--- config.mk ---
export PLATFORM = sky130hd
export DESIGN_NAME = wof_fifo
export DESIGN_NICKNAME = d
export VERILOG_FILES = /design/src/wof_fifo.sv
export SDC_FILE = /design/constraint.sdc
export NUM_CORES = 1
export LEC_CHECK = 0
export BUFFER_PORTS_ARGS = -buffer_cell sky130_fd_sc_hd__buf_4
export CORE_AREA = 8 8 45 47
export CTS_CLUSTER_SIZE = 14
export DETAILED_ROUTE_END_ITERATION = 10
export DIE_AREA = 0 0 53 55
export HOLD_SLACK_MARGIN = 0.06
export SYNTH_ARGS = -nofsm -noshare
export SYNTH_HDL_FRONTEND = slang
export SYNTH_SLANG_ARGS = --single-unit
--- constraint.sdc ---
create_clock -name i_clk -period 1.4 [get_ports i_clk]
set_clock_uncertainty 0.15 [all_clocks]
set_input_delay 0.28 -clock i_clk [delete_from_list [all_inputs] [get_ports i_clk]]
set_output_delay 0.28 -clock i_clk [all_outputs]
set_load 0.005 [all_outputs]
--- src/wof_fifo.sv ---
// ============================================================================
// wof_fifo: small register queue
// Holds requests of any packed type; first-word-fall-through read side.
// ============================================================================
module wof_fifo #(
    parameter type t_data = logic,
    parameter int  DEPTH  = 2
) (
    input  logic                         i_clk,
    input  logic                         i_rst_n,
    input  logic                         i_push,
    input  t_data                        i_data,
    output logic                         o_full,
    input  logic                         i_pop,
    output t_data                        o_data,
    output logic                         o_empty,
    output logic [$clog2(DEPTH+1)-1:0]   o_count
);

    localparam int PTR_W = (DEPTH > 1) ? $clog2(DEPTH) : 1;
    localparam int CNT_W = $clog2(DEPTH + 1);

    t_data              r_mem [DEPTH];
    logic [PTR_W-1:0]   r_wr_ptr;
    logic [PTR_W-1:0]   r_rd_ptr;
    logic [CNT_W-1:0]   r_count;
    logic [CNT_W-1:0]   n_count;
    logic               do_push;
    logic               do_pop;

    function automatic logic [PTR_W-1:0] next_ptr(input logic [PTR_W-1:0] ptr);
        logic [PTR_W-1:0] nxt;
        if (ptr == PTR_W'(DEPTH - 1)) begin
            nxt = '0;
        end else begin
            nxt = ptr + 1'b1;
        end
        return nxt;
    endfunction

    assign o_full  = (r_count == CNT_W'(DEPTH));
    assign o_empty = (r_count == '0);
    assign o_count = r_count;
    assign o_data  = r_mem[r_rd_ptr];
    assign do_push = i_push && !o_full;
    assign do_pop  = i_pop && !o_empty;

    // Track occupancy
    always_comb begin
        unique case ({do_push, do_pop})
            2'b10:   n_count = r_count + 1'b1;
            2'b01:   n_count = r_count - 1'b1;
            default: n_count = r_count;
        endcase
    end

    // Advance pointers
    always_ff @(posedge i_clk) begin
        if (!i_rst_n) begin
            r_wr_ptr <= '0;
            r_rd_ptr <= '0;
            r_count  <= '0;
        end else begin
            r_count <= n_count;
            if (do_push) begin
                r_wr_ptr <= next_ptr(r_wr_ptr);
            end
            if (do_pop) begin
                r_rd_ptr <= next_ptr(r_rd_ptr);
            end
        end
    end

    // Store payload
    always_ff @(posedge i_clk) begin
        if (do_push) begin
            r_mem[r_wr_ptr] <= i_data;
        end
    end

endmodule

==> flow_summary.json <==
{
  "status": "finished, violations left",
  "violations": "setup timing",
  "clock_sinks": 7,
  "maxSlewViolCount": 0,
  "ioPinCount": 10,
  "rows": 14,
  "synth_cell_type_count": 17,
  "place_congestion": 0.623,
  "wl_per_cell_um": 11.2,
  "antenna_cells": 0,
  "relSlewSlack_pct": 89.4,
  "grt_pass1_vias": 299,
  "ys_warn_count": 0,
  "rsz0062_at_grt": "yes",
  "clkLatencyLatePin_ns": 0.26,
  "multiInputGateArea_um2": 168,
  "dpl.cell_count": 58,
  "antenna_left": 0,
  "rrSetupSlack_ns": -0.09,
  "finalSetupTns_ns": -0.144,
  "tightest_slew_ns": 0.157,
  "cap_violations": 0,
  "endpoint_kind": "flop",
  "seq_area_um2": 166,
  "setup_ws_ns": -0.0896,
  "area_growth_pct": 65.9,
  "swShare_pct": 30.9,
  "min_period_ns": 1.49,
  "crit_buf_inv": 0,
  "yosys_register_bits": 7,
  "drt_wl_total_um": 718,
  "fmax_mhz": 671,
  "path_cells": "o21a_1 -> ha_4 -> xnor2_1 -> or3_1 -> a21boi_1",
  "path_delay_family": "flip-flops",
  "stdcell_count": 64,
  "dpl_worst_slack_ns": -0.0924,
  "drtPass1Iterations": 1,
  "overflow": 0,
  "cp.arrival_ns": 1.53,
  "internal-power_uw": 750,
  "startpoint_type": "flop",
  "nNetsFinal": 55,
  "core_um2": 1380,
  "drive_gt1_share_pct": 54.2,
  "critPathMaxFanout": 3,
  "syn-cell-area_um2": 308,
  "clkTransAtPathRegs_ns": 0.06,
  "cts_inserted_buffers": 3,
  "finalCritPeriodShare_pct": 106,
  "port_buffers": 9,
  "grt_usage_pct": 6.58,
  "syn_avg_cell_area_um2": 10.6,
  "grt_start_max_net_pins": 6,
  "power.switching_uw": 336,
  "hpwl_um": 523,
  "p_per_area_nw_per_um2": 2130,
  "fillers": 145,
  "drc": 0,
  "ys_seq_area_share_pct": 52.0,
  "cpMaxStageDelayCell": "dfxtp_4",
  "critPathKind": "reg2reg",
  "grt_pass1_wl_mm": 1.31,
  "r2r_cells": 5,
  "slowest_delay_ns": 0.34,
  "power.share.clock_pct": 17.9,
  "root_buffer": "clkbuf_4",
  "vias": 276,
  "seq_power_share_pct": 31.7,
  "hold_class": "in2reg",
  "min_path_cells": 2,
  "post-route-util_pct": 36.9,
  "pwr-share-comb_pct": 50.4,
  "start_util_pct": 22.2,
  "ctsHtreeMaxLevel": 1,
  "setup_viol": 3,
  "total_power_mw": 1.09,
  "viasPerCell": 4.31,
  "cp.required_ns": 1.44,
  "cts_tree": "built",
  "cts_buffer_depth": 2,
  "drt_iter0_drc": 0,
  "power_leakage_nw": 0.228,
  "hold_viol": 0,
  "netlist_instances": 29,
  "ir_drop_uv": 889,
  "synth_fp_nets": 35,
  "whs_ns": 0.104,
  "antenna_found_initial": 0,
  "finish.instance_area_um2": 510,
  "critical_path_depth": 5,
  "dieArea_um2": 2920,
  "placed_area_um2": 450,
  "die_height_um": 55,
  "die_w_um": 53
}
==> synth_stat cells (all sizes together) <==
| cell | n | area [um2] |
|---|---|---|
| dfxtp | 5 | 100 |
| inv | 3 | 11.3 |
| xnor2 | 3 | 26.3 |
| a21boi | 2 | 15.0 |
| edfxtp | 2 | 60.1 |
| nor2b | 2 | 12.5 |
| o21ai | 2 | 10.0 |
| or3 | 2 | 12.5 |
| and2 | 1 | 6.26 |
| and3 | 1 | 6.26 |
| ha | 1 | 12.5 |
| mux2 | 1 | 11.3 |
| nand2 | 1 | 3.75 |
| nand2b | 1 | 8.76 |
| nor2 | 1 | 3.75 |
| o21a | 1 | 7.51 |
==> placed cells by master, fill, tap and decap left out, drive strengths merged <==
cell type and instances:
mux2 1, a21boi 2, nor2 1, inv 3, nor2b 2, o21a 1, dfxtp 5, edfxtp 2
o21ai 2, nand2b 1, and2 1, ha 1, or3 2, buf 14, xnor2 3, clkbuf 4
nand2 1, and3 1, dlygate4sd3 1
==> final cells by class <==
| type | instances | area share, % |
|---|---|---|
| timing repair buffer | 15 | 23.3 |
| multi-input combinational | 19 | 32.8 |
| inverter | 3 | 2.21 |
| clock buffer | 4 | 5.15 |
| tap | 16 | 3.92 |
| sequential | 7 | 32.6 |
==> routing by layer <==
metal / wire length [um] / track usage [%]
met2: 349 / 9.57
met3: 64 / 5.08
met4: 22 / 3.88
met5: 0 / 0
met1: 281 / 6.61
==> path summary, 6_finish.rpt <==
path | from | to
worst max-delay path | o_count[0]$_SDFFE_PN0P_ | o_count[1]$_SDFFE_PN0P_
worst min-delay path | i_rst_n | o_count[0]$_SDFFE_PN0P_
worst max register to register | o_count[0]$_SDFFE_PN0P_ | o_count[1]$_SDFFE_PN0P_
worst min register to register | r_wr_ptr$_SDFFE_PN0P_ | r_wr_ptr$_SDFFE_PN0P_
==> worst reg2reg max path: cells and delay by family (launching register included) <==
kind,cells,cell delay (ns)
adder cells (fa/ha/maj),1,0.17
flip-flops,1,0.34
AND/OR/NAND/NOR,1,0.30
AO/OA/AOI/OAI,2,0.33
XOR/XNOR,1,0.12
==> cell families (layout without fill, tap and decap cells) <==
group | count (synthesis) | count (layout) | share of synthesized area, %
simple gates | 9 | 9 | 17.5
flops | 7 | 7 | 52.0
compound gates | 5 | 5 | 10.6
xor+xnor | 3 | 3 | 8.54
buf+inv | 3 | 22 | 3.66
fa+ha+maj | 1 | 1 | 4.06
mux | 1 | 1 | 3.66
==> power by group through the flow <==
stage | clock, mW | sequential, mW | combinational (mW)
final | 0.194 | 0.344 | 0.547
after global placement | 0 | 0.334 | 0.500
after global routing | 0.216 | 0.355 | 0.607
after detailed placement | 0 | 0.338 | 0.502
after CTS | 0.201 | 0.340 | 0.521
after floorplan | 0 | 0.348 | 0.255
==> timing repair <==
action                     CTS  global route
gates resized for setup      3             1
hold buffers                 1             0
setup endpoints to repair    3             4
buffers inserted             0             1
hold endpoints to repair     2             0
(Power assumes the default switching activity.)
