===== src/wof_pkg.sv =====
// ============================================================================
// wof_pkg: shared types and constants of the winding order fixer
// Request and result layouts, opcode values, the internal command format
// between the front and back parts, and the depths of the internal queues.
// ============================================================================
package wof_pkg;

    // Fixed field widths of the requests and results
    localparam int COORD_BITS = 16;
    localparam int INDEX_BITS = 8;
    localparam int VERTEX_W   = 3 * COORD_BITS;

    // Internal queue depths
    localparam int CMDQ_DEPTH = 2;
    localparam int OUTQ_DEPTH = 8;
    localparam int OUTQ_CNT_W = $clog2(OUTQ_DEPTH + 1);

    // Request opcodes
    typedef logic [1:0] t_opcode;
    localparam t_opcode OP_CLEAR  = 2'd0;
    localparam t_opcode OP_VERTEX = 2'd1;
    localparam t_opcode OP_FACE   = 2'd2;

    // Work kinds handed from the front part to the back part
    typedef enum logic [1:0] {
        CMD_CLEAR  = 2'd0,
        CMD_VERTEX = 2'd1,
        CMD_FACE   = 2'd2
    } t_cmd_kind;

    typedef struct packed {
        t_opcode                       opcode;
        logic signed [COORD_BITS-1:0]  coord_x;
        logic signed [COORD_BITS-1:0]  coord_y;
        logic signed [COORD_BITS-1:0]  coord_z;
        logic [INDEX_BITS-1:0]         first_index;
        logic [INDEX_BITS-1:0]         second_index;
        logic [INDEX_BITS-1:0]         third_index;
    } t_in_item;

    typedef struct packed {
        logic [INDEX_BITS-1:0] out_first;
        logic [INDEX_BITS-1:0] out_second;
        logic [INDEX_BITS-1:0] out_third;
        logic                  was_swapped;
        logic                  index_error;
    } t_out_item;

    typedef struct packed {
        t_cmd_kind                     kind;
        logic                          face_err;
        logic signed [COORD_BITS-1:0]  coord_x;
        logic signed [COORD_BITS-1:0]  coord_y;
        logic signed [COORD_BITS-1:0]  coord_z;
        logic [INDEX_BITS-1:0]         idx_a;
        logic [INDEX_BITS-1:0]         idx_b;
        logic [INDEX_BITS-1:0]         idx_c;
    } t_cmd;

endpackage


===== src/wof_front.sv =====
// ============================================================================
// wof_front: request intake and classification
// Decodes opcodes, drops unused opcodes and loads into a full store, and
// flags faces with an index at or past the current vertex count.
// ============================================================================
module wof_front
    import wof_pkg::*;
#(
    parameter int MAX_VERTICES = 256
) (
    input  logic     i_clk,
    input  logic     i_rst_n,
    input  logic     i_accept,
    input  t_in_item i_item,
    output logic     o_cmd_valid,
    output t_cmd     o_cmd
);

    localparam int CNT_W = $clog2(MAX_VERTICES + 1);
    localparam int CMP_W = (CNT_W > INDEX_BITS) ? CNT_W : INDEX_BITS;

    logic [CNT_W-1:0] r_count;
    logic [CNT_W-1:0] n_count;
    logic             face_err;

    function automatic logic idx_bad(input logic [INDEX_BITS-1:0] idx,
                                     input logic [CNT_W-1:0]      cnt);
        return CMP_W'(idx) >= CMP_W'(cnt);
    endfunction

    assign face_err = idx_bad(i_item.first_index,  r_count) ||
                      idx_bad(i_item.second_index, r_count) ||
                      idx_bad(i_item.third_index,  r_count);

    // Classify the request and track the vertex count
    always_comb begin
        n_count        = r_count;
        o_cmd_valid    = 1'b0;
        o_cmd.kind     = CMD_CLEAR;
        o_cmd.face_err = face_err;
        o_cmd.coord_x  = i_item.coord_x;
        o_cmd.coord_y  = i_item.coord_y;
        o_cmd.coord_z  = i_item.coord_z;
        o_cmd.idx_a    = i_item.first_index;
        o_cmd.idx_b    = i_item.second_index;
        o_cmd.idx_c    = i_item.third_index;
        if (i_accept) begin
            unique case (i_item.opcode)
                OP_CLEAR: begin
                    o_cmd_valid = 1'b1;
                    o_cmd.kind  = CMD_CLEAR;
                    n_count     = '0;
                end
                OP_VERTEX: begin
                    if (r_count != CNT_W'(MAX_VERTICES)) begin
                        o_cmd_valid = 1'b1;
                        o_cmd.kind  = CMD_VERTEX;
                        n_count     = r_count + 1'b1;
                    end
                end
                OP_FACE: begin
                    o_cmd_valid = 1'b1;
                    o_cmd.kind  = CMD_FACE;
                end
                default: begin
                    // drop the unused opcode
                end
            endcase
        end
    end

    always_ff @(posedge i_clk) begin
        if (!i_rst_n) begin
            r_count <= '0;
        end else begin
            r_count <= n_count;
        end
    end

endmodule


===== config.mk =====
export PLATFORM = sky130hd
export DESIGN_NAME = wof_front
export DESIGN_NICKNAME = d
export VERILOG_FILES = /design/src/wof_pkg.sv /design/src/wof_front.sv
export SDC_FILE = /design/constraint.sdc
export NUM_CORES = 1
export LEC_CHECK = 0
export BUFFER_PORTS_ARGS = -buffer_cell sky130_fd_sc_hd__buf_2
export CAP_MARGIN = 10
export CELL_PAD_IN_SITES_DETAIL_PLACEMENT = 1
export CELL_PAD_IN_SITES_GLOBAL_PLACEMENT = 1
export CORE_ASPECT_RATIO = 0.6
export CORE_UTILIZATION = 24
export DETAILED_ROUTE_END_ITERATION = 6
export PLACE_DENSITY = 0.82
export SYNTH_ARGS = -nofsm -noshare
export SYNTH_HDL_FRONTEND = slang
export SYNTH_SLANG_ARGS = --single-unit
export TNS_END_PERCENT = 1

===== constraint.sdc =====
create_clock -name i_clk -period 3.1 [get_ports i_clk]
set_input_delay 0.62 -clock i_clk [delete_from_list [all_inputs] [get_ports i_clk]]
set_output_delay 0.62 -clock i_clk [all_outputs]
set_load 0.03 [all_outputs]

==> results of run 1 <==
cells in the final DEF, fill, tap and decap left out:
cell type	n
sky130_fd_sc_hd__buf_2	56
sky130_fd_sc_hd__ha_1	26
sky130_fd_sc_hd__nand2_1	15
sky130_fd_sc_hd__inv_1	14
sky130_fd_sc_hd__a21oi_1	14
sky130_fd_sc_hd__nor2_1	5
sky130_fd_sc_hd__dfxtp_1	5
sky130_fd_sc_hd__o21ai_0	4
sky130_fd_sc_hd__nand3_1	4
sky130_fd_sc_hd__dfxtp_2	4
sky130_fd_sc_hd__nand4_1	3
sky130_fd_sc_hd__nor2b_1	3
sky130_fd_sc_hd__a41oi_1	3
sky130_fd_sc_hd__nor3_1	3
sky130_fd_sc_hd__o21a_1	3
sky130_fd_sc_hd__clkbuf_16	3
sky130_fd_sc_hd__nor4b_4	2
sky130_fd_sc_hd__nand3_4	2
sky130_fd_sc_hd__a211oi_1	2
sky130_fd_sc_hd__a21o_1	2
sky130_fd_sc_hd__o21ai_1	2
sky130_fd_sc_hd__or3_1	2
sky130_fd_sc_hd__nand2b_1	2
sky130_fd_sc_hd__and3_1	2
sky130_fd_sc_hd__a311oi_1	2
sky130_fd_sc_hd__nand2_2	1
sky130_fd_sc_hd__and2b_2	1
sky130_fd_sc_hd__inv_4	1
sky130_fd_sc_hd__o22ai_1	1
sky130_fd_sc_hd__o31ai_1	1
sky130_fd_sc_hd__a2111oi_2	1
sky130_fd_sc_hd__a31oi_2	1
sky130_fd_sc_hd__a31oi_1	1
sky130_fd_sc_hd__o21ai_4	1
sky130_fd_sc_hd__a21oi_2	1
sky130_fd_sc_hd__nor4_1	1
sky130_fd_sc_hd__clkbuf_1	1
sky130_fd_sc_hd__buf_4	1
power groups by stage:
stage	clock (mW)	sequential, mW	combinational, mW
after floorplan	0	0.121	0.226
after global placement	0	0.120	0.143
after detailed placement	0	0.120	0.148
after CTS	0.243	0.118	0.148
after global routing	0.247	0.118	0.164
final	0.239	0.118	0.148
final cells by class:
| cell class | count | area, sq um | area share [%] |
|---|---|---|---|
| multi-input combinational | 111 | 883 | 55.1 |
| clock buffer | 4 | 78.8 | 4.92 |
| inverter | 15 | 58.8 | 3.67 |
| timing repair buffer | 57 | 288 | 18.0 |
| tap | 87 | 109 | 6.79 |
| sequential | 9 | 185 | 11.6 |
kinds of logic (layout without fill, tap and decap cells):
logic type	Yosys count	after routing	synth area share, %
and+or+nand+nor	46	46	17.4
buffers and inverters	88	76	36.5
DFF	9	9	10.8
adders and majority gates	26	26	19.5
AOI/OAI and AO/OA	39	39	15.8
worst reg2reg max path, cell delays in order (launching register included):
cell and delay, ns:
sky130_fd_sc_hd__dfxtp_1 0.37, sky130_fd_sc_hd__buf_4 0.19, sky130_fd_sc_hd__inv_1 0.06, sky130_fd_sc_hd__ha_1 0.19
sky130_fd_sc_hd__nor4b_4 0.14, sky130_fd_sc_hd__a31oi_2 0.45, sky130_fd_sc_hd__a21oi_1 0.13, sky130_fd_sc_hd__o21a_1 0.20
path summary, 6_finish.rpt:
kind | from | to | slack (ns) | cells after the start
hold reg to reg | r_count[8]$_SDFFE_PN0P_ | r_count[8]$_SDFFE_PN0P_ | 0.53 | 1
setup reg to reg | r_count[0]$_SDFFE_PN0P_ | r_count[5]$_SDFFE_PN0P_ | 1.26 | 7
setup / recovery | r_count[4]$_SDFFE_PN0P_ | o_cmd[72] | 0.20 | 8
hold / removal | r_count[8]$_SDFFE_PN0P_ | r_count[8]$_SDFFE_PN0P_ | 0.53 | 1
routing by layer:
layer	up-vias	GRT usage [%]	part of all wire, %
met1	615	14.6	49
met4	0	4.17	1.3
met5	-	0	0
met2	47	17.9	45
met3	7	2.94	4.6
li1	628	-	-
metrics by stage:
stage | cells | utilization, % | instance area (sq um) | hold WS, ns | setup WS, ns
3_3_place_gp | 279 | 22.7 | 1510 | 0.520 | 0.282
3_5_place_dp | 279 | 22.7 | 1510 | 0.521 | 0.153
4_1_cts | 283 | 23.8 | 1590 | 0.523 | 0.0249
2_1_floorplan | 208 | - | 1660 | 0.474 | 0.516
6_report | 283 | 24.0 | 1600 | 0.528 | 0.199
5_1_grt | 283 | 24.0 | 1600 | 0.548 | 0.00483
==> impl_summary.txt, run 1 <==
----------------------------------------------------
[Yosys]
  Synth Flop Type ... sky130_fd_sc_hd__dfxtp_1
  Top cell type by total area after synthesis ... sky130_fd_sc_hd__buf_4
  Cells after Synth ... 208
  Asr flop ratio synth ... 0%
  Number of synthesized flops with an enable pin ... 0
  Syn_nets ... 311
  Synthesis-stage register bit count ... 9
  Biggest area contributors in the synthesized netlist ... sky130_fd_sc_hd__buf_4, sky130_fd_sc_hd__ha_1, sky130_fd_sc_hd__dfxtp_1, sky130_fd_sc_hd__a21oi_1, sky130_fd_sc_hd__nand2_1
  Post-synthesis cell area ... 1660 sq um
  Area share of the largest cell type after synthesis ... 32.9%
  Post-synth cell types ... 34
  Post-synthesis sequential area ratio ... 10.8%
  Dominant cell by count in the synthesized netlist ... sky130_fd_sc_hd__buf_4
  Average footprint of a synthesized cell ... 8.00 sq um
  Leading cell types by count after synthesis ... sky130_fd_sc_hd__buf_4, sky130_fd_sc_hd__ha_1, sky130_fd_sc_hd__nand2_1
  Number of warnings reported in the yosys synthesis log ... 0

[Die]
  Placeable core area ... 6680 sq um
  Die area ... 7280 sq um
  Number of rows in the core area ... 23
  Die Height ... 66.5 um
  Starting utilization of the core area ... 24.9%
  Count of pins on the block boundary ... 153
  Width of the chip ... 110 um

[Layout]
  Registers with the highest flip-flop counts ... r_count x9
  Diode count ... 0
  Area growth from synthesis to layout ... -3.68%
  Register name with the most flops ... r_count
  Fill cells ... 817
  Nets ... 300
  Layout cells sized above 1 ... 38.3%
  Largest register FFs ... 9

[Global route]
  Total track usage ... 11.3%
  Remaining global-route overflow ... 0
  Global-route wire length before repair ... 6270 um
  Vias in the first global route ... 1293
  Largest net degree at the start of global routing ... 9
  Number of antenna violations at the first check in global routing ... 0

[Power and ir drop]
  Worst vdd ir ... 0.135 mV
  Sequential power share ... 23.4%
  Post-route total power ... 0.505 mW
  Power share of the clock group ... 47.3%
  Switching share of power ... 32.1%
  Switching pwr ... 0.162 mW
  Power density normalized to cell area ... 315 nW/um^2
  Logic pwr share ... 29.4%
  Internal power ... 0.343 mW
  LEAKAGE ... 0.719 nW

[Worst setup path]
  Worst Setup End Kind ... output port
  Arrival time reported for the critical path endpoint ... 2.28 ns
  Critical Path Max Stage Delay ... 0.45 ns
  Required time of the worst setup path ... 2.48 ns
  Critical-path cell with the highest stage delay ... sky130_fd_sc_hd__dfxtp_1
  Category of the worst setup path launch point ... register
  Most used cell along the critical path ... sky130_fd_sc_hd__a41oi_1
  Critical path's top delay family ... compound AO/OA/AOI/OAI gates
  Bufs and invs on worst path ... 2
  Cell breakdown of the critical path ... inv_1, ha_1, nand2_1, or3_1, o22ai_1, a41oi_1, a41oi_1, buf_2
  Critical path class ... reg -> out
  Top fanout value on the critical path ... 5

[Timing]
  Highest achievable clock rate ... 0.345 GHz
  Number of endpoints failing setup at the final stage ... 0
  Worst-case clock skew ... 0.00119 ns
  Final critical delay including setup and external delays ... 2.90 ns
  Worst slew margin relative to its limit ... 67.5%
  Slew of the pin with the lowest slew margin ... 0.486 ns
  Max Transition Viols Final ... 0
  RSZ-0062 raised after global routing ... no
  Ratio of final minimum period to clock period ... 93.6%
  Final Hold Violating Endpoints ... 0
  Total negative slack ... 0 ns

[Min path]
  Path class of the lowest-slack min-delay path ... reg -> reg

[Clock tree]
  Clock-pin slew reported for the worst setup and hold paths after clock tree synthesis ... 0.04 ns
  Number of gates given a new drive strength after cts ... 0
  Clock latency on the worst-skew pair ... 0.24 ns
  Sink Count ... 9
  Count of hold buffers inserted by post-cts repair ... 0
  Clk buf depth ... 2
  Number of buffers created by CTS ... 3
  Buffer cell driving the clock tree root ... sky130_fd_sc_hd__clkbuf_16
  H-tree depth reported by CTS ... 1
  Count of buffers added by post-CTS timing repair for setup ... 0
  CTS tree ... done

[Route]
  Number of vias per cell ... 4.58
  Total Wirelength ... 3950 um
  Number of design-rule violations left by the first detailed-router iteration ... 31
  Residual DRC count ... 0
  Drt pass-1 iters ... 4
  Final antenna-violating net count ... 0
  Overall via count from detail_route ... 1297
  Routed WL per cell ... 14.0 um

[Run]
  Number of max-capacitance violations reported ... 0

[Placed design]
  Hpwl dp ... 3380 um
  Routability congestion estimate ... 0.794
  Number of input and output port buffers inserted ... 56

[Run status]
  Status ... finished clean

----------------------------------------------------
No activity file was read; power rests on OpenSTA's default activity.
==> run 2: changes to the inputs <==
--- a/config.mk
+++ b/config.mk
@@ -10,6 +10,7 @@
 export CELL_PAD_IN_SITES_DETAIL_PLACEMENT = 1
 export CELL_PAD_IN_SITES_GLOBAL_PLACEMENT = 1
 export CORE_ASPECT_RATIO = 0.6
+export CORE_MARGIN = 8
 export CORE_UTILIZATION = 24
 export DETAILED_ROUTE_END_ITERATION = 6
 export PLACE_DENSITY = 0.82
==> impl_summary.txt, run 2 (synthesis gave the netlist of run 1 again) <==
----------------------------------------------------
[Clock tree]
  Clock latency on the worst-skew pair ... 0.23 ns
  Number of gates given a new drive strength after cts ... 0
  Sink Count ... 9
  Buffer cell driving the clock tree root ... sky130_fd_sc_hd__clkbuf_16
  CTS tree ... done
  Number of buffers created by CTS ... 3
  Clock-pin slew reported for the worst setup and hold paths after clock tree synthesis ... 0.04 ns
  H-tree depth reported by CTS ... 1
  Count of buffers added by post-CTS timing repair for setup ... 0
  Clk buf depth ... 2
  Count of hold buffers inserted by post-cts repair ... 0

[Timing]
  Final Hold Violating Endpoints ... 0
  Ratio of final minimum period to clock period ... 93.1%
  Worst-case clock skew ... 0.00127 ns
  Worst slew margin relative to its limit ... 65.5%
  Highest achievable clock rate ... 0.346 GHz
  Final critical delay including setup and external delays ... 2.89 ns
  Max Transition Viols Final ... 0
  RSZ-0062 raised after global routing ... no
  Number of endpoints failing setup at the final stage ... 0
  Slew of the pin with the lowest slew margin ... 0.516 ns
  PnR worst setup slack ... 0.213 ns
  Total negative slack ... 0 ns

[Layout]
  Area growth from synthesis to layout ... -3.91%
  Layout cells sized above 1 ... 37.8%
  Most frequent cells in the layout ... sky130_fd_sc_hd__buf_2, sky130_fd_sc_hd__ha_1, sky130_fd_sc_hd__nand2_1, sky130_fd_sc_hd__inv_1, sky130_fd_sc_hd__a21oi_1
  Nets ... 300
  Most common library cell in the layout ignoring fill and taps ... sky130_fd_sc_hd__buf_2
  Register name with the most flops ... r_count
  Diode count ... 0
  Registers with the highest flip-flop counts ... r_count x9
  Final non-filler cell total ... 283
  Largest register FFs ... 9

[Global route]
  Global-route wire length before repair ... 6860 um
  Number of antenna violations at the first check in global routing ... 0
  Total track usage ... 8.71%
  Largest net degree at the start of global routing ... 9
  Vias in the first global route ... 1363
  Remaining global-route overflow ... 0

[Worst setup path]
  Worst Setup End Kind ... output port
  Arrival time reported for the critical path endpoint ... 2.27 ns
  Critical path class ... reg -> out
  Required time of the worst setup path ... 2.48 ns
  Top fanout value on the critical path ... 7
  Category of the worst setup path launch point ... register

[Power and ir drop]
  Worst vdd ir ... 0.131 mV
  LEAKAGE ... 0.720 nW
  Power density normalized to cell area ... 309 nW/um^2
  Post-route total power ... 0.493 mW

[Die]
  Width of the chip ... 124 um
  Starting utilization of the core area ... 24.8%
  Die area ... 9940 sq um
  Die Height ... 80.5 um
  Placeable core area ... 6710 sq um
  Number of rows in the core area ... 23
  Count of pins on the block boundary ... 153

[Route]
  Number of vias per cell ... 4.46
  Routed length on met2 ... 1890 um
  Final antenna-violating net count ... 0
  Residual DRC count ... 0
  Total Wirelength ... 4300 um
  Highest metal used ... met4
  Overall via count from detail_route ... 1262
  Detailed-route wire length on metal 1 ... 2030 um
  Routed WL per cell ... 15.2 um
  Number of design-rule violations left by the first detailed-router iteration ... 75
  Wire length on met3 ... 338 um
  Drt pass-1 iters ... 4

[Placed design]
  Routability congestion estimate ... 0.842
  Cells after DPL ... 279
  Hpwl dp ... 3760 um
  Place WS ... 0.224 ns
  Number of input and output port buffers inserted ... 56

[Min path]
  Path class of the lowest-slack min-delay path ... reg -> reg

[Run]
  Number of max-capacitance violations reported ... 0

[Run status]
  Status ... finished clean

----------------------------------------------------
[run 2: through the flow]
| stage | hold slack [ns] | util, % | instance area, sq um |
|---|---|---|---|
| 2_1_floorplan | 0.474 | - | 1660 |
| 3_3_place_gp | 0.522 | 22.6 | 1510 |
| 3_5_place_dp | 0.519 | 22.6 | 1510 |
| 4_1_cts | 0.524 | 23.7 | 1590 |
| 5_1_grt | 0.561 | 23.8 | 1600 |
| 6_report | 0.533 | 23.8 | 1600 |
[run 2: worst paths after layout]
path	slack, ns	end	startpoint	cells past startpoint
worst min register to register	0.53	r_count[8]$_SDFFE_PN0P_	r_count[8]$_SDFFE_PN0P_	1
worst max register to register	1.21	r_count[6]$_SDFFE_PN0P_	r_count[1]$_SDFFE_PN0P_	6
worst max-delay path	0.21	o_cmd[72]	r_count[2]$_SDFFE_PN0P_	8
worst min-delay path	0.53	r_count[8]$_SDFFE_PN0P_	r_count[8]$_SDFFE_PN0P_	1
[run 2: cell type report]
| cell class | count | area [sq um] |
|---|---|---|
| fillers | 806 | 5110 |
| clock buffers | 4 | 78.8 |
| repair buffers | 57 | 290 |
| multi-input cells | 111 | 877 |
| well taps | 87 | 109 |
| flip-flops and latches | 9 | 185 |
| inverters | 15 | 58.8 |
[run 2: metal layers]
layer	track usage, %	vias up
met5	0	-
met4	2.63	0
met3	2.80	10
met2	13.8	46
met1	11.1	582
li1	-	624
[run 2: power by group]
group          leakage [nW]  total (mW)  switching [mW]  internal, mW
registers            0.0747       0.118        0.000955         0.117
logic                 0.607       0.148          0.0952        0.0529
clock network        0.0382       0.227          0.0553         0.172
[run 2: critical path, cell delays in order, from the launching register on]
cell	delay, ns
sky130_fd_sc_hd__dfxtp_1	0.48
sky130_fd_sc_hd__inv_1	0.15
sky130_fd_sc_hd__ha_1	0.32
sky130_fd_sc_hd__nand2_1	0.06
sky130_fd_sc_hd__or3_1	0.30
sky130_fd_sc_hd__o22ai_1	0.20
sky130_fd_sc_hd__a41oi_1	0.07
sky130_fd_sc_hd__a41oi_1	0.22
sky130_fd_sc_hd__clkbuf_4	0.23
==> run 3: changes to the inputs <==
--- a/config.mk
+++ b/config.mk
@@ -11,9 +11,10 @@
 export CELL_PAD_IN_SITES_GLOBAL_PLACEMENT = 1
 export CORE_ASPECT_RATIO = 0.6
 export CORE_MARGIN = 8
-export CORE_UTILIZATION = 24
+export CORE_UTILIZATION = 25
+export CTS_BUF_LIST = sky130_fd_sc_hd__clkbuf_8
 export DETAILED_ROUTE_END_ITERATION = 6
-export PLACE_DENSITY = 0.82
+export PLACE_DENSITY = 0.85
 export SYNTH_ARGS = -nofsm -noshare
 export SYNTH_HDL_FRONTEND = slang
 export SYNTH_SLANG_ARGS = --single-unit
==> impl_summary.txt, run 3 (synthesis gave the netlist of run 1 again) <==
----------------------------------------------------
[Run status]
  Status ... finished clean

[Worst setup path]
  Most used cell along the critical path ... sky130_fd_sc_hd__a41oi_1
  Bufs and invs on worst path ... 2
  Critical path's top delay family ... compound AO/OA/AOI/OAI gates
  Critical-path cell with the highest stage delay ... sky130_fd_sc_hd__dfxtp_1
  Critical Path Max Stage Delay ... 0.45 ns
  Required time of the worst setup path ... 2.48 ns
  Cell breakdown of the critical path ... inv_1, ha_1, nand2_1, or3_1, o22ai_1, a41oi_1, a41oi_1, buf_2
  Arrival time reported for the critical path endpoint ... 2.31 ns
  Critical path class ... reg -> out
  Worst Setup End Kind ... output port
  Setup slack, reg-to-reg ... 1.23 ns
  Category of the worst setup path launch point ... register
  Top fanout value on the critical path ... 5

[Clock tree]
  Count of buffers added by post-CTS timing repair for setup ... 0
  H-tree depth reported by CTS ... 1
  Count of hold buffers inserted by post-cts repair ... 0
  Clock-pin slew reported for the worst setup and hold paths after clock tree synthesis ... 0.05 ns
  Clock latency on the worst-skew pair ... 0.24 ns
  Number of buffers created by CTS ... 3
  Clk buf depth ... 2
  CTS tree ... done
  Sink Count ... 9
  Buffer cell driving the clock tree root ... sky130_fd_sc_hd__clkbuf_8

[Run]
  Number of max-capacitance violations reported ... 0

[Placed design]
  Number of input and output port buffers inserted ... 56
  Cells after DPL ... 279
  Hpwl dp ... 3750 um
  Routability congestion estimate ... 0.813
  Cell area reported after detailed placement ... 1510 sq um

[Timing]
  Highest achievable clock rate ... 0.341 GHz
  Worst-case clock skew ... 0.00286 ns
  Slew of the pin with the lowest slew margin ... 0.499 ns
  Ratio of final minimum period to clock period ... 94.6%
  Final Hold Violating Endpoints ... 0
  Final critical delay including setup and external delays ... 2.93 ns
  Total negative slack ... 0 ns
  Number of endpoints failing setup at the final stage ... 0
  Worst hold slack across all endpoints ... 0.559 ns
  Worst slew margin relative to its limit ... 66.7%
  RSZ-0062 raised after global routing ... no
  Max Transition Viols Final ... 0

[Power and ir drop]
  Power density normalized to cell area ... 261 nW/um^2
  LEAKAGE ... 0.706 nW
  Worst vdd ir ... 0.0812 mV

[Global route]
  Global-route wire length before repair ... 6870 um
  Remaining global-route overflow ... 0
  Largest net degree at the start of global routing ... 9
  Number of antenna violations at the first check in global routing ... 0
  Total track usage ... 8.58%
  Vias in the first global route ... 1405

[Route]
  Total Wirelength ... 4330 um
  Routed WL per cell ... 15.3 um
  Number of vias per cell ... 4.54
  Residual DRC count ... 0
  Number of design-rule violations left by the first detailed-router iteration ... 57
  Drt pass-1 iters ... 4
  Final antenna-violating net count ... 0
  Overall via count from detail_route ... 1285

[Layout]
  Final non-filler cell total ... 283
  Area growth from synthesis to layout ... -6.09%
  Registers with the highest flip-flop counts ... r_count x9
  Nets ... 300
  Most common library cell in the layout ignoring fill and taps ... sky130_fd_sc_hd__buf_2
  Most frequent cells in the layout ... sky130_fd_sc_hd__buf_2, sky130_fd_sc_hd__ha_1, sky130_fd_sc_hd__inv_1, sky130_fd_sc_hd__nand2_1, sky130_fd_sc_hd__a21oi_1
  Register name with the most flops ... r_count
  Largest register FFs ... 9
  Diode count ... 0
  Layout cells sized above 1 ... 37.2%
  Fill cells ... 810
  Final Util ... 23.8%
  Design Area, Final ... 1560 sq um

[Die]
  Starting utilization of the core area ... 25.4%
  Width of the chip ... 121 um
  Number of rows in the core area ... 23
  Count of pins on the block boundary ... 153
  Die Height ... 79.2 um
  Placeable core area ... 6560 sq um
  Die area ... 9610 sq um

[Min path]
  Path class of the lowest-slack min-delay path ... reg -> reg

----------------------------------------------------
## run 3: changes by cell type in the layout (fill, tap and decap cells not counted)
cell	previous run	this run
sky130_fd_sc_hd__clkbuf_8	0	3
sky130_fd_sc_hd__buf_2	55	56
sky130_fd_sc_hd__clkbuf_1	1	0
sky130_fd_sc_hd__inv_1	14	15
sky130_fd_sc_hd__a2111oi_1	0	1
sky130_fd_sc_hd__clkbuf_16	3	0
sky130_fd_sc_hd__dfxtp_1	5	6
sky130_fd_sc_hd__a2111oi_0	1	0
sky130_fd_sc_hd__dfxtp_2	4	3
sky130_fd_sc_hd__clkbuf_4	1	0
## run 3: power by group
group          total, mW  internal [mW]  switching (mW)
Clock              0.141         0.0870          0.0541
Combinational      0.149         0.0530          0.0956
Sequential         0.118          0.117         0.00102
## run 3: final timing paths
kind	startpoint	to	cells past startpoint
setup / recovery	r_count[4]$_SDFFE_PN0P_	o_cmd[72]	8
hold / removal	r_count[8]$_SDFFE_PN0P_	r_count[8]$_SDFFE_PN0P_	1
setup reg to reg	r_count[0]$_SDFFE_PN0P_	r_count[5]$_SDFFE_PN0P_	7
hold reg to reg	r_count[8]$_SDFFE_PN0P_	r_count[8]$_SDFFE_PN0P_	1
## run 3: per-layer routing
metal	GRT usage, %	routed length, um
met1	11.1	2020
met2	14.0	2010
met3	1.98	280
met4	2.33	19
met5	0	0
## run 3: repair_timing
action / in CTS / in global routing
resized for setup: 0 / 5
endpoints found under the setup margin: 0 / 1
endpoints found under the hold margin: 0 / 0
## run 3: worst reg2reg max path: cells and delay by family (launching register included)
kind                       cells  cell delay, ns
AOI/OAI and AO/OA              3            0.80
adders and majority gates      1            0.20
buffers and inverters          2            0.24
DFF                            1            0.37
and+or+nand+nor                1            0.14
## run 3: cell type report
| type | count | area, sq um | area share [%] |
|---|---|---|---|
| sequential | 9 | 184 | 11.8 |
| inverter | 15 | 58.8 | 3.76 |
| clock inverter | 1 | 3.75 | 0.240 |
| tap | 87 | 109 | 6.97 |
| multi-input combinational | 111 | 878 | 56.2 |
| timing repair buffer | 57 | 288 | 18.4 |
| clock buffer | 3 | 41.3 | 2.64 |
## run 3: per-stage QoR
stage	worst slack (ns)	total power, mW
CTS	0.0257	0.413
detailed placement	0.171	0.269
global placement	0.288	0.265
finish	0.168	0.407
floorplan	0.516	0.347
global route	0.00289	0.431
